**config.mk**
```make
export PLATFORM = sky130hd
export DESIGN_NAME = keypad_code_lock
export DESIGN_NICKNAME = d
export VERILOG_FILES = /design/src/hw/rtl/kcl_pkg.sv /design/src/hw/rtl/kcl_front.sv /design/src/hw/rtl/kcl_evq.sv /design/src/hw/rtl/kcl_back.sv /design/src/hw/rtl/keypad_code_lock.sv
export VERILOG_INCLUDE_DIRS = /design/src /design/src/hw/rtl
export SDC_FILE = /design/constraint.sdc
export NUM_CORES = 1
export LEC_CHECK = 0
export BUFFER_PORTS_ARGS = -buffer_cell sky130_fd_sc_hd__buf_2
export CORE_MARGIN = 3
export CORE_UTILIZATION = 45
export CTS_CLUSTER_SIZE = 24
export DETAILED_ROUTE_END_ITERATION = 7
export SLEW_MARGIN = 20
export SYNTH_ARGS = -nofsm -noshare
export SYNTH_HDL_FRONTEND = slang
export SYNTH_SLANG_ARGS = --single-unit
```
**constraint.sdc**
```tcl
create_clock -name clock -period 5.35 [get_ports clock]
set_input_delay 0 -clock clock [delete_from_list [all_inputs] [get_ports clock]]
set_output_delay 0 -clock clock [all_outputs]
set_load 0.01 [all_outputs]
```
**src/hw/rtl/keypad_code_lock_macros.svh**
```systemverilog
// Assertion helpers shared by the keypad code lock modules.
`ifndef KEYPAD_CODE_LOCK_MACROS_SVH
`define KEYPAD_CODE_LOCK_MACROS_SVH

// Checked only outside reset.
`define KCL_ASSERT(label, prop, msg) \
   label: assert property (@(posedge clock) disable iff (reset) prop) else $error(msg);

// Checked at every edge, reset included.
`define KCL_ASSERT_ALWAYS(label, prop, msg) \
   label: assert property (@(posedge clock) prop) else $error(msg);

`endif

```
**src/hw/rtl/kcl_pkg.sv**
```systemverilog
`default_nettype none

package kcl_pkg;

   localparam int KEY_ROWS    = 4;
   localparam int KEY_COLS    = 3;
   localparam int ENTRY_MAX   = 16;
   localparam int CODE_DIGITS = 6;

   localparam int KEY_ALL     = KEY_ROWS * KEY_COLS;
   localparam int KEY_IN_W    = 12;
   localparam int KEY_SCAN    = (KEY_ALL < KEY_IN_W) ? KEY_ALL : KEY_IN_W;
   localparam int KEY_W       = 4;
   localparam int CNT_W       = 8;
   localparam int DIGIT_W     = 4;
   localparam int CODE_W      = CODE_DIGITS * DIGIT_W;
   localparam int LEN_W       = 3;
   localparam int FAIL_W      = 8;
   localparam int ENTRY_IDX_W = $clog2(ENTRY_MAX);
   localparam int ENTRY_CNT_W = $clog2(ENTRY_MAX + 1);
   localparam int ELEN_W      = 5;
   localparam int CSR_IDX_W   = 3;

   localparam logic [KEY_W-1:0] KEY_NONE  = 4'd0;
   localparam logic [KEY_W-1:0] KEY_BACK  = 4'd10;
   localparam logic [KEY_W-1:0] KEY_ZERO  = 4'd11;
   localparam logic [KEY_W-1:0] KEY_ENTER = 4'd12;

   localparam logic [CSR_IDX_W-1:0] CSR_MAIN_CODE  = 3'd0;
   localparam logic [CSR_IDX_W-1:0] CSR_MAIN_LEN   = 3'd1;
   localparam logic [CSR_IDX_W-1:0] CSR_TEMP_CODE  = 3'd2;
   localparam logic [CSR_IDX_W-1:0] CSR_TEMP_LEN   = 3'd3;
   localparam logic [CSR_IDX_W-1:0] CSR_FAIL_LIMIT = 3'd4;
   localparam logic [CSR_IDX_W-1:0] CSR_THRESHOLD  = 3'd5;

   typedef logic [ENTRY_MAX-1:0][DIGIT_W-1:0] digits_type;

   typedef struct packed {
      logic             arm;
      logic [KEY_W-1:0] key;
   } event_type;

   typedef struct packed {
      logic [CODE_W-1:0] main_code;
      logic [LEN_W-1:0]  main_len;
      logic [CODE_W-1:0] temp_code;
      logic [LEN_W-1:0]  temp_len;
      logic [FAIL_W-1:0] fail_limit;
   } cfg_type;

   typedef struct packed {
      logic [KEY_W-1:0]  key_code;
      logic [ELEN_W-1:0] entry_length;
      logic              unlock;
      logic              temp_code_used;
      logic              attempt_failed;
      logic              alarm;
      logic [FAIL_W-1:0] fail_count;
   } result_type;

   // Code appears as a contiguous run within the first cnt digits; a zero length always hits.
   function automatic logic code_hit(digits_type digits, logic [ENTRY_CNT_W-1:0] cnt,
                                     logic [CODE_W-1:0] code, logic [LEN_W-1:0] len_raw);
      logic [LEN_W-1:0] len;
      logic             hit;
      logic             ok;
      len = (len_raw > LEN_W'(CODE_DIGITS)) ? LEN_W'(CODE_DIGITS) : len_raw;
      hit = (len == '0);
      for (int s = 0; s < ENTRY_MAX; s++) begin
         ok = (len != '0) &&
              ((ENTRY_CNT_W'(s) + (ENTRY_CNT_W + 1)'(len)) <= (ENTRY_CNT_W + 1)'(cnt));
         for (int i = 0; i < CODE_DIGITS; i++) begin
            if (s + i < ENTRY_MAX) begin
               if (LEN_W'(i) < len) begin
                  ok = ok && (digits[s + i] == code[DIGIT_W * i +: DIGIT_W]);
               end
            end
         end
         hit = hit | ok;
      end
      return hit;
   endfunction

endpackage

`default_nettype wire

```
**src/hw/rtl/kcl_front.sv**
```systemverilog
`default_nettype none

`include "keypad_code_lock_macros.svh"

module kcl_front (
   input  wire logic                              clock,
   input  wire logic                              reset,
   input  wire logic                              push,
   input  wire logic                              cmd,
   input  wire logic [kcl_pkg::KEY_IN_W-1:0]      key_pressed,
   input  wire logic [kcl_pkg::CNT_W-1:0]         threshold,
   input  wire logic                              ev_full,
   output logic                                   ev_push,
   output kcl_pkg::event_type                     ev_data
);

   logic [kcl_pkg::KEY_ALL-1:0][kcl_pkg::CNT_W-1:0] cnt_ff;
   logic [kcl_pkg::KEY_ALL-1:0][kcl_pkg::CNT_W-1:0] cnt_in;
   logic [kcl_pkg::KEY_ALL-1:0][kcl_pkg::CNT_W-1:0] bumped;
   logic [kcl_pkg::KEY_ALL-1:0]                     take;
   logic                                            found;
   logic [kcl_pkg::KEY_W-1:0]                       key;
   logic                                            scan;

   assign ev_push = push & ~ev_full;
   assign scan    = ev_push & ~cmd;

   always_comb begin
      found = 1'b0;
      key   = kcl_pkg::KEY_NONE;
      take  = '0;
      for (int k = 0; k < kcl_pkg::KEY_ALL; k++) begin
         bumped[k] = cnt_ff[k];
         if (k < kcl_pkg::KEY_SCAN) begin
            bumped[k] = cnt_ff[k] + kcl_pkg::CNT_W'(key_pressed[k]);
            if (!found && bumped[k] > threshold) begin
               found   = 1'b1;
               take[k] = 1'b1;
               key     = kcl_pkg::KEY_W'(k + 1);
            end
         end
      end
      for (int k = 0; k < kcl_pkg::KEY_ALL; k++) begin
         cnt_in[k] = take[k] ? '0 : bumped[k];
      end
   end

   assign ev_data.arm = cmd;
   assign ev_data.key = cmd ? kcl_pkg::KEY_NONE : key;

   always_ff @(posedge clock) begin
      if (reset) begin
         cnt_ff <= '0;
      end else if (scan) begin
         cnt_ff <= cnt_in;
      end
   end

   `KCL_ASSERT(a_arm_keeps_counters, ev_push && cmd |=> $stable(cnt_ff), "arm beat changed counters")
   `KCL_ASSERT(a_one_key, $onehot0(take), "more than one key taken")
   `KCL_ASSERT(a_no_push_when_full, ev_full |-> !ev_push, "event pushed into full queue")

endmodule

`default_nettype wire

```
**src/hw/rtl/kcl_evq.sv**
```systemverilog
`default_nettype none

`include "keypad_code_lock_macros.svh"

module kcl_evq (
   input  wire logic               clock,
   input  wire logic               reset,
   input  wire logic               push,
   input  wire kcl_pkg::event_type data_in,
   output logic                    full,
   input  wire logic               pop,
   output logic                    empty,
   output kcl_pkg::event_type      data_out
);

   kcl_pkg::event_type slot_ff [2];
   logic               wr_ptr_ff;
   logic               rd_ptr_ff;
   logic [1:0]         cnt_ff;
   logic [1:0]         cnt_in;

   assign full     = (cnt_ff == 2'd2);
   assign empty    = (cnt_ff == 2'd0);
   assign data_out = slot_ff[rd_ptr_ff];

   always_comb begin
      cnt_in = cnt_ff;
      if (push && !pop) begin
         cnt_in = cnt_ff + 2'd1;
      end else if (pop && !push) begin
         cnt_in = cnt_ff - 2'd1;
      end
   end

   always_ff @(posedge clock) begin
      if (reset) begin
         wr_ptr_ff <= 1'b0;
         rd_ptr_ff <= 1'b0;
         cnt_ff    <= 2'd0;
      end else begin
         if (push) begin
            wr_ptr_ff <= ~wr_ptr_ff;
         end
         if (pop) begin
            rd_ptr_ff <= ~rd_ptr_ff;
         end
         cnt_ff <= cnt_in;
      end
   end

   always_ff @(posedge clock) begin
      if (push) begin
         slot_ff[wr_ptr_ff] <= data_in;
      end
   end

   `KCL_ASSERT_ALWAYS(a_cnt_bound, reset || (cnt_ff != 2'd3), "event queue count overflow")
   `KCL_ASSERT(a_no_pop_empty, empty |-> !pop, "event queue popped while empty")
   `KCL_ASSERT(a_ptr_track, (cnt_ff == 2'd1) |-> (wr_ptr_ff != rd_ptr_ff), "pointers out of step")

endmodule

`default_nettype wire

```
**src/hw/rtl/kcl_back.sv**
```systemverilog
`default_nettype none

`include "keypad_code_lock_macros.svh"

module kcl_back (
   input  wire logic               clock,
   input  wire logic               reset,
   input  wire logic               ev_empty,
   input  wire kcl_pkg::event_type ev_data,
   output logic                    ev_pop,
   input  wire kcl_pkg::cfg_type   cfg,
   input  wire logic               rsp_pop,
   output logic                    rsp_empty,
   output kcl_pkg::result_type     rsp_data
);

   kcl_pkg::digits_type                 digits_ff;
   logic [kcl_pkg::ENTRY_CNT_W-1:0]     entry_cnt_ff;
   logic [kcl_pkg::ENTRY_CNT_W-1:0]     entry_cnt_in;
   logic [kcl_pkg::FAIL_W-1:0]          fail_ff;
   logic [kcl_pkg::FAIL_W-1:0]          fail_in;
   logic [kcl_pkg::FAIL_W-1:0]          fail_bump;
   logic                                armed_ff;
   logic                                armed_in;
   logic                                dig_we;
   logic [kcl_pkg::DIGIT_W-1:0]         dig_val;
   logic                                main_hit;
   logic                                temp_hit;
   kcl_pkg::result_type                 res;

   kcl_pkg::result_type                 slot_ff [2];
   logic                                wr_ptr_ff;
   logic                                rd_ptr_ff;
   logic [1:0]                          rcnt_ff;
   logic [1:0]                          rcnt_in;
   logic                                res_pop;

   assign ev_pop  = ~ev_empty & (rcnt_ff != 2'd2);
   assign res_pop = rsp_pop & ~rsp_empty;

   assign main_hit  = kcl_pkg::code_hit(digits_ff, entry_cnt_ff, cfg.main_code, cfg.main_len);
   assign temp_hit  = armed_ff &
                      kcl_pkg::code_hit(digits_ff, entry_cnt_ff, cfg.temp_code, cfg.temp_len);
   assign fail_bump = (fail_ff == '1) ? fail_ff : fail_ff + kcl_pkg::FAIL_W'(1);
   assign dig_val   = (ev_data.key == kcl_pkg::KEY_ZERO) ? '0 : ev_data.key;

   always_comb begin
      entry_cnt_in = entry_cnt_ff;
      fail_in      = fail_ff;
      armed_in     = armed_ff | ev_data.arm;
      dig_we       = 1'b0;
      res          = '0;
      res.key_code = ev_data.key;
      unique case (ev_data.key)
         kcl_pkg::KEY_NONE: begin
         end
         kcl_pkg::KEY_BACK: begin
            if (entry_cnt_ff != '0) begin
               entry_cnt_in = entry_cnt_ff - kcl_pkg::ENTRY_CNT_W'(1);
            end
         end
         kcl_pkg::KEY_ENTER: begin
            entry_cnt_in       = '0;
            res.temp_code_used = temp_hit;
            if (temp_hit) begin
               armed_in = 1'b0;
            end
            if (main_hit || temp_hit) begin
               res.unlock = 1'b1;
               fail_in    = '0;
            end else begin
               res.attempt_failed = 1'b1;
               fail_in            = fail_bump;
               res.alarm          = (fail_bump >= cfg.fail_limit);
            end
         end
         default: begin
            if (entry_cnt_ff == kcl_pkg::ENTRY_CNT_W'(kcl_pkg::ENTRY_MAX)) begin
               entry_cnt_in = '0;
            end else begin
               dig_we       = 1'b1;
               entry_cnt_in = entry_cnt_ff + kcl_pkg::ENTRY_CNT_W'(1);
            end
         end
      endcase
      res.entry_length = kcl_pkg::ELEN_W'(entry_cnt_in);
      res.fail_count   = fail_in;
   end

   always_ff @(posedge clock) begin
      if (reset) begin
         entry_cnt_ff <= '0;
         fail_ff      <= '0;
         armed_ff     <= 1'b0;
      end else if (ev_pop) begin
         entry_cnt_ff <= entry_cnt_in;
         fail_ff      <= fail_in;
         armed_ff     <= armed_in;
      end
   end

   always_ff @(posedge clock) begin
      if (ev_pop && dig_we) begin
         digits_ff[entry_cnt_ff[kcl_pkg::ENTRY_IDX_W-1:0]] <= dig_val;
      end
   end

   // result queue
   assign rsp_empty = (rcnt_ff == 2'd0);
   assign rsp_data  = slot_ff[rd_ptr_ff];

   always_comb begin
      rcnt_in = rcnt_ff;
      if (ev_pop && !res_pop) begin
         rcnt_in = rcnt_ff + 2'd1;
      end else if (res_pop && !ev_pop) begin
         rcnt_in = rcnt_ff - 2'd1;
      end
   end

   always_ff @(posedge clock) begin
      if (reset) begin
         wr_ptr_ff <= 1'b0;
         rd_ptr_ff <= 1'b0;
         rcnt_ff   <= 2'd0;
      end else begin
         if (ev_pop) begin
            wr_ptr_ff <= ~wr_ptr_ff;
         end
         if (res_pop) begin
            rd_ptr_ff <= ~rd_ptr_ff;
         end
         rcnt_ff <= rcnt_in;
      end
   end

   always_ff @(posedge clock) begin
      if (ev_pop) begin
         slot_ff[wr_ptr_ff] <= res;
      end
   end

   `KCL_ASSERT_ALWAYS(a_entry_bound,
      reset || (entry_cnt_ff <= kcl_pkg::ENTRY_CNT_W'(kcl_pkg::ENTRY_MAX)), "entry count overflow")
   `KCL_ASSERT(a_verdict_excl, ev_pop |-> !(res.unlock && res.attempt_failed), "both verdicts")
   `KCL_ASSERT(a_alarm_fail, ev_pop && res.alarm |-> res.attempt_failed, "alarm without failure")
   `KCL_ASSERT(a_used_disarms, ev_pop && res.temp_code_used |=> !armed_ff, "temp code still armed")

endmodule

`default_nettype wire

```
**src/hw/rtl/keypad_code_lock.sv**
```systemverilog
// Keypad code lock. Scan beats (req_cmd 0) carry the 4x3 pressed-key bits; arm beats
// (req_cmd 1) arm the one-use temporary code. Every accepted beat yields exactly one
// result beat, in order. One beat per clock is taken while the results are popped; a
// result is poppable once it has passed the front scan stage, the event queue and the
// back stage into a two-entry result queue. req_full rises only when the result side
// stalls. csr_ready is always high; write registers only while no result is pending.
`default_nettype none

module keypad_code_lock (
   input  wire logic                                clock,
   input  wire logic                                reset,
   input  wire logic                                req_push,
   output logic                                     req_full,
   input  wire logic                                req_cmd,
   input  wire logic [kcl_pkg::KEY_IN_W-1:0]        req_key_pressed,
   output logic                                     rsp_empty,
   input  wire logic                                rsp_pop,
   output logic [kcl_pkg::KEY_W-1:0]                rsp_key_code,
   output logic [kcl_pkg::ELEN_W-1:0]               rsp_entry_length,
   output logic                                     rsp_unlock,
   output logic                                     rsp_temp_code_used,
   output logic                                     rsp_attempt_failed,
   output logic                                     rsp_alarm,
   output logic [kcl_pkg::FAIL_W-1:0]               rsp_fail_count,
   input  wire logic                                csr_valid,
   output logic                                     csr_ready,
   input  wire logic [kcl_pkg::CSR_IDX_W-1:0]       csr_index,
   input  wire logic [kcl_pkg::CODE_W-1:0]          csr_wdata
);

   kcl_pkg::cfg_type           cfg_ff;
   logic [kcl_pkg::CNT_W-1:0]  thr_ff;
   logic                       csr_we;
   logic                       ev_full;
   logic                       ev_push;
   logic                       ev_empty;
   logic                       ev_pop;
   kcl_pkg::event_type         ev_in;
   kcl_pkg::event_type         ev_out;
   kcl_pkg::result_type        rsp_data;

   assign csr_ready = 1'b1;
   assign csr_we    = csr_valid & csr_ready;
   assign req_full  = ev_full;

   always_ff @(posedge clock) begin
      if (reset) begin
         cfg_ff.main_code  <= '0;
         cfg_ff.main_len   <= '0;
         cfg_ff.temp_code  <= '0;
         cfg_ff.temp_len   <= '0;
         cfg_ff.fail_limit <= kcl_pkg::FAIL_W'(3);
         thr_ff            <= kcl_pkg::CNT_W'(10);
      end else if (csr_we) begin
         unique case (csr_index)
            kcl_pkg::CSR_MAIN_CODE:  cfg_ff.main_code  <= csr_wdata;
            kcl_pkg::CSR_MAIN_LEN:   cfg_ff.main_len   <= csr_wdata[kcl_pkg::LEN_W-1:0];
            kcl_pkg::CSR_TEMP_CODE:  cfg_ff.temp_code  <= csr_wdata;
            kcl_pkg::CSR_TEMP_LEN:   cfg_ff.temp_len   <= csr_wdata[kcl_pkg::LEN_W-1:0];
            kcl_pkg::CSR_FAIL_LIMIT: cfg_ff.fail_limit <= csr_wdata[kcl_pkg::FAIL_W-1:0];
            kcl_pkg::CSR_THRESHOLD:  thr_ff            <= csr_wdata[kcl_pkg::CNT_W-1:0];
            default: begin
            end
         endcase
      end
   end

   kcl_front u_front (
      .clock       (clock),
      .reset       (reset),
      .push        (req_push),
      .cmd         (req_cmd),
      .key_pressed (req_key_pressed),
      .threshold   (thr_ff),
      .ev_full     (ev_full),
      .ev_push     (ev_push),
      .ev_data     (ev_in)
   );

   kcl_evq u_evq (
      .clock    (clock),
      .reset    (reset),
      .push     (ev_push),
      .data_in  (ev_in),
      .full     (ev_full),
      .pop      (ev_pop),
      .empty    (ev_empty),
      .data_out (ev_out)
   );

   kcl_back u_back (
      .clock     (clock),
      .reset     (reset),
      .ev_empty  (ev_empty),
      .ev_data   (ev_out),
      .ev_pop    (ev_pop),
      .cfg       (cfg_ff),
      .rsp_pop   (rsp_pop),
      .rsp_empty (rsp_empty),
      .rsp_data  (rsp_data)
   );

   assign rsp_key_code       = rsp_data.key_code;
   assign rsp_entry_length   = rsp_data.entry_length;
   assign rsp_unlock         = rsp_data.unlock;
   assign rsp_temp_code_used = rsp_data.temp_code_used;
   assign rsp_attempt_failed = rsp_data.attempt_failed;
   assign rsp_alarm          = rsp_data.alarm;
   assign rsp_fail_count     = rsp_data.fail_count;

endmodule

`default_nettype wire

```
==> metrics.md <==
| Metric | Value |
|---|---|
| CTS buffer count | `38` |
| Distinct cell type count after synthesis | `79` |
| Clk_skew | `46.6 ps` |
| Share of the yosys chip area belonging to registers | `27.7%` |
| CTS tree | `yes` |
| Site row count | `88` |
| Count of final hold-check violations | `0` |
| Post-route clock period utilization | `88.2%` |
| First-pass GRT wire length | `134 mm` |
| Hold crit path type | `input pin to flop` |
| Pin count of the biggest net entering global routing | `134` |
| First-pass DRT Iterations | `6` |
| Critical path capture point type | `flop` |
| Post-synthesis cell count | `3052` |
| Global Route Usage Sum | `28.2%` |
| DR vias | `23400` |
| First DRT Iteration DRCs | `2263` |
| Worst slew pin tran | `1150 ps` |
| Starting density of the core | `45.6%` |
| Setup violators final | `0` |
| Fin nets | `3335` |
| Synth top area share | `14.4%` |
| Max stage delay on crit path | `560 ps` |
| Fillers | `5387` |
| Clock transition at the registers of the reported paths | `60 ps` |
| # Max-Cap Violations | `0` |
| Critical Path AT | `5160 ps` |
| Vias per cell | `6.08` |
| Most frequent cell after synthesis | `xor2_1` |
| Ys Warns | `0` |
| Max Slew Vio Count | `0` |
| Kind of critical path | `flop to flop` |
| EDFF count, synth | `116` |
| RePlAce Congestion | `1.07` |
| Yosys reg bits | `306` |
| Worst-path cell chain | `ha_1 -> nand2b_4 -> inv_1 -> ha_1 -> ha_1 -> inv_1 -> ha_1 -> and3_1 -> nor4_1 -> o22ai_1 -> or3_1 -> o41a_1 -> nor4_4 -> and2b_1 -> a22o_1` |
| Worst setup SP type | `flop` |
| P&R area growth vs syn | `10.4%` |
| Fin worst setup slack | `629 ps` |
| Setup TNS | `0 ps` |
| Overflow after GRT | `0` |
| Die width | `248 um` |
| Fin util | `50.3%` |
| Mean area per synthesized cell | `8.63 um2` |
| Maximum vdd drop | `0.000256 V` |
| Cell mode on critical path | `ha_1` |
| Die area | `61500 um2` |
| Cell family with most CP delay | `simple AND/OR/NAND/NOR gates` |
| Post-Syn Area | `26300 um2` |
| WP buf/inv | `2` |
| Synth top cells by count | `392 x xor2_1, 342 x xnor2_1, 302 x nand2_1` |
| Synth area leaders | `dfxtp_1 14%, edfxtp_1 13%, xor2_1 13%, xnor2_1 11%, ha_1 11%` |
| CP max FO | `11` |
| Critical-path top delay cell | `o41a_1` |
| WL per Instance | `23.0 um` |
| Die height | `248 um` |
| Asr flop ratio synth | `0%` |
| Wirelength, routed | `88.8 mm` |
| Synth Flop Type | `dfxtp_1` |
| IO Port Bufs | `67` |
| Vias in the first global route | `22500` |
| Post-DP HPWL | `63.8 mm` |
| RSZ-0062 raised after global routing | `no` |
| Static Leak | `12.0 nW` |
| Clk root buf | `clkbuf_16` |
| Initial antenna violation count | `4` |
| Postcts setup bufs | `0` |
| DRC violations left | `0` |
| I/O pins | `69` |
| Power, Total | `8.02 mW` |
| Status | `completed` |
| Pre-CTS setup slack | `658 ps` |
| Core area | `57800 um2` |
| Fraction of layout cells with a size suffix above 1 | `8.86%` |
| Biggest area consumer among synthesized cells | `dfxtp_1` |
| Register area | `7290 um2` |
| Worst EP required | `5790 ps` |
| Final min period | `4720 ps` |
| Clk sinks | `306` |
| Power per cell area | `276 nW/um2` |
| H-tree levels | `2` |
| FMAX | `0.212 GHz` |
| Rel. slew slack | `23.1%` |
| Routed Antenna Nets | `0` |
| Clock buffer depth | `3` |
| Multi-input logic area | `17600 um2` |
| Worst skew pair latency | `580 ps` |
[worst reg2reg max path, cell delays in order, from the launching register on]
cell	delay [ps]
dfxtp_1	450
ha_1	290
nand2b_4	210
inv_1	90
ha_1	210
ha_1	320
inv_1	60
ha_1	320
and3_1	160
nor4_1	320
o22ai_1	140
or3_1	400
o41a_1	560
nor4_4	430
and2b_1	410
a22o_1	220
[cells in the final DEF (no fill, tap or decap), types with 23 or more instances in the layout]
cell type,n
inv_1,84
nand3_1,106
nor4_1,68
buf_4,86
nor2b_1,33
nand3b_1,25
nor2_1,136
dfxtp_1,190
ha_1,229
xnor2_1,342
nand4_1,87
nand2_1,302
o21ai_0,67
a21o_1,34
o21a_1,24
a21oi_1,221
o22ai_1,25
buf_2,66
edfxtp_1,116
dlygate4sd3_1,43
o41ai_1,35
nor3_1,32
a31oi_1,23
xor2_1,392
clkbuf_16,39
[final timing paths]
check / startpoint / end / slack (ps) / depth (start not counted)
setup / recovery: cfg_ff[9]$_SDFFE_PP0P_ / u_back.slot_ff[0][5]$_DFFE_PP_ / 630 / 15
hold / removal: req_key_pressed[2] / u_front.cnt_ff[16]$_SDFFE_PP0P_ / 30 / 6
setup reg to reg: cfg_ff[9]$_SDFFE_PP0P_ / u_back.slot_ff[0][5]$_DFFE_PP_ / 630 / 15
hold reg to reg: thr_ff[5]$_SDFFE_PP0P_ / thr_ff[5]$_SDFFE_PP0P_ / 450 / 2
[power by group]
part,switching (mW),internal (mW),leakage [nW]
Combinational,1.25,0.816,8.68
Clock,1.13,1.86,0.716
Sequential,0.231,2.73,2.61
[logic make-up after synthesis]
logic type                 synth area share [%]
and+or+nand+nor                            16.5
AOI/OAI and AO/OA                          13.4
adders and majority gates                  10.9
xor gates and xnor gates                   24.4
buffers and inverters                      5.75
other                                    0.0285
muxes                                      1.36
DFF                                        27.7
[sequential cells by signal, summed over array words and instances (netlist names), named ones only]
name / cells
u_back.rd_ptr_ff: 1
u_front.cnt_ff: 96
u_evq.slot_ff: 10
u_back.digits_ff: 64
u_evq.wr_ptr_ff: 1
u_back.armed_ff: 1
u_evq.rd_ptr_ff: 1
cfg_ff: 62
u_back.fail_ff: 8
u_back.slot_ff: 42
u_back.entry_cnt_ff: 5
u_back.rcnt_ff: 2
thr_ff: 8
u_evq.cnt_ff: 2
u_back.wr_ptr_ff: 1
[through the flow]
step / hold WS (ps) / instances / instance area [um2]
floorplan: 98.9 / 3055 / 26300
global placement: 261 / 3742 / 27100
detailed placement: 270 / 3742 / 27100
CTS: 12.3 / 3855 / 29000
global route: 57.3 / 3856 / 29100
finish: 34.5 / 3859 / 29100
[area by class of cell]
type / instances / share of cell area, %
clock buffers: 41 / 3.42
repair buffers: 197 / 4.97
clock inverters: 29 / 1.63
inverters: 89 / 1.15
diodes: 3 / 0.0258
well taps: 765 / 3.29
flip-flops and latches: 306 / 25.1
multi-input cells: 2429 / 60.5
[metal layers]
layer  track usage [%]  wire [um]  vias to the layer above
met5                 0         30                        -
met4              14.8       5330                        4
met3              6.18       7940                      333
met2              44.6      38800                     1072
met1              36.1      36700                    11300
li1                  -          -                    10700
[repair_timing]
item,in CTS,in global routing
hold buffers,43,0
hold endpoints to repair,93,0
endpoints found under the setup margin,0,0
resized for setup,0,0
(Power assumes the default switching activity.)
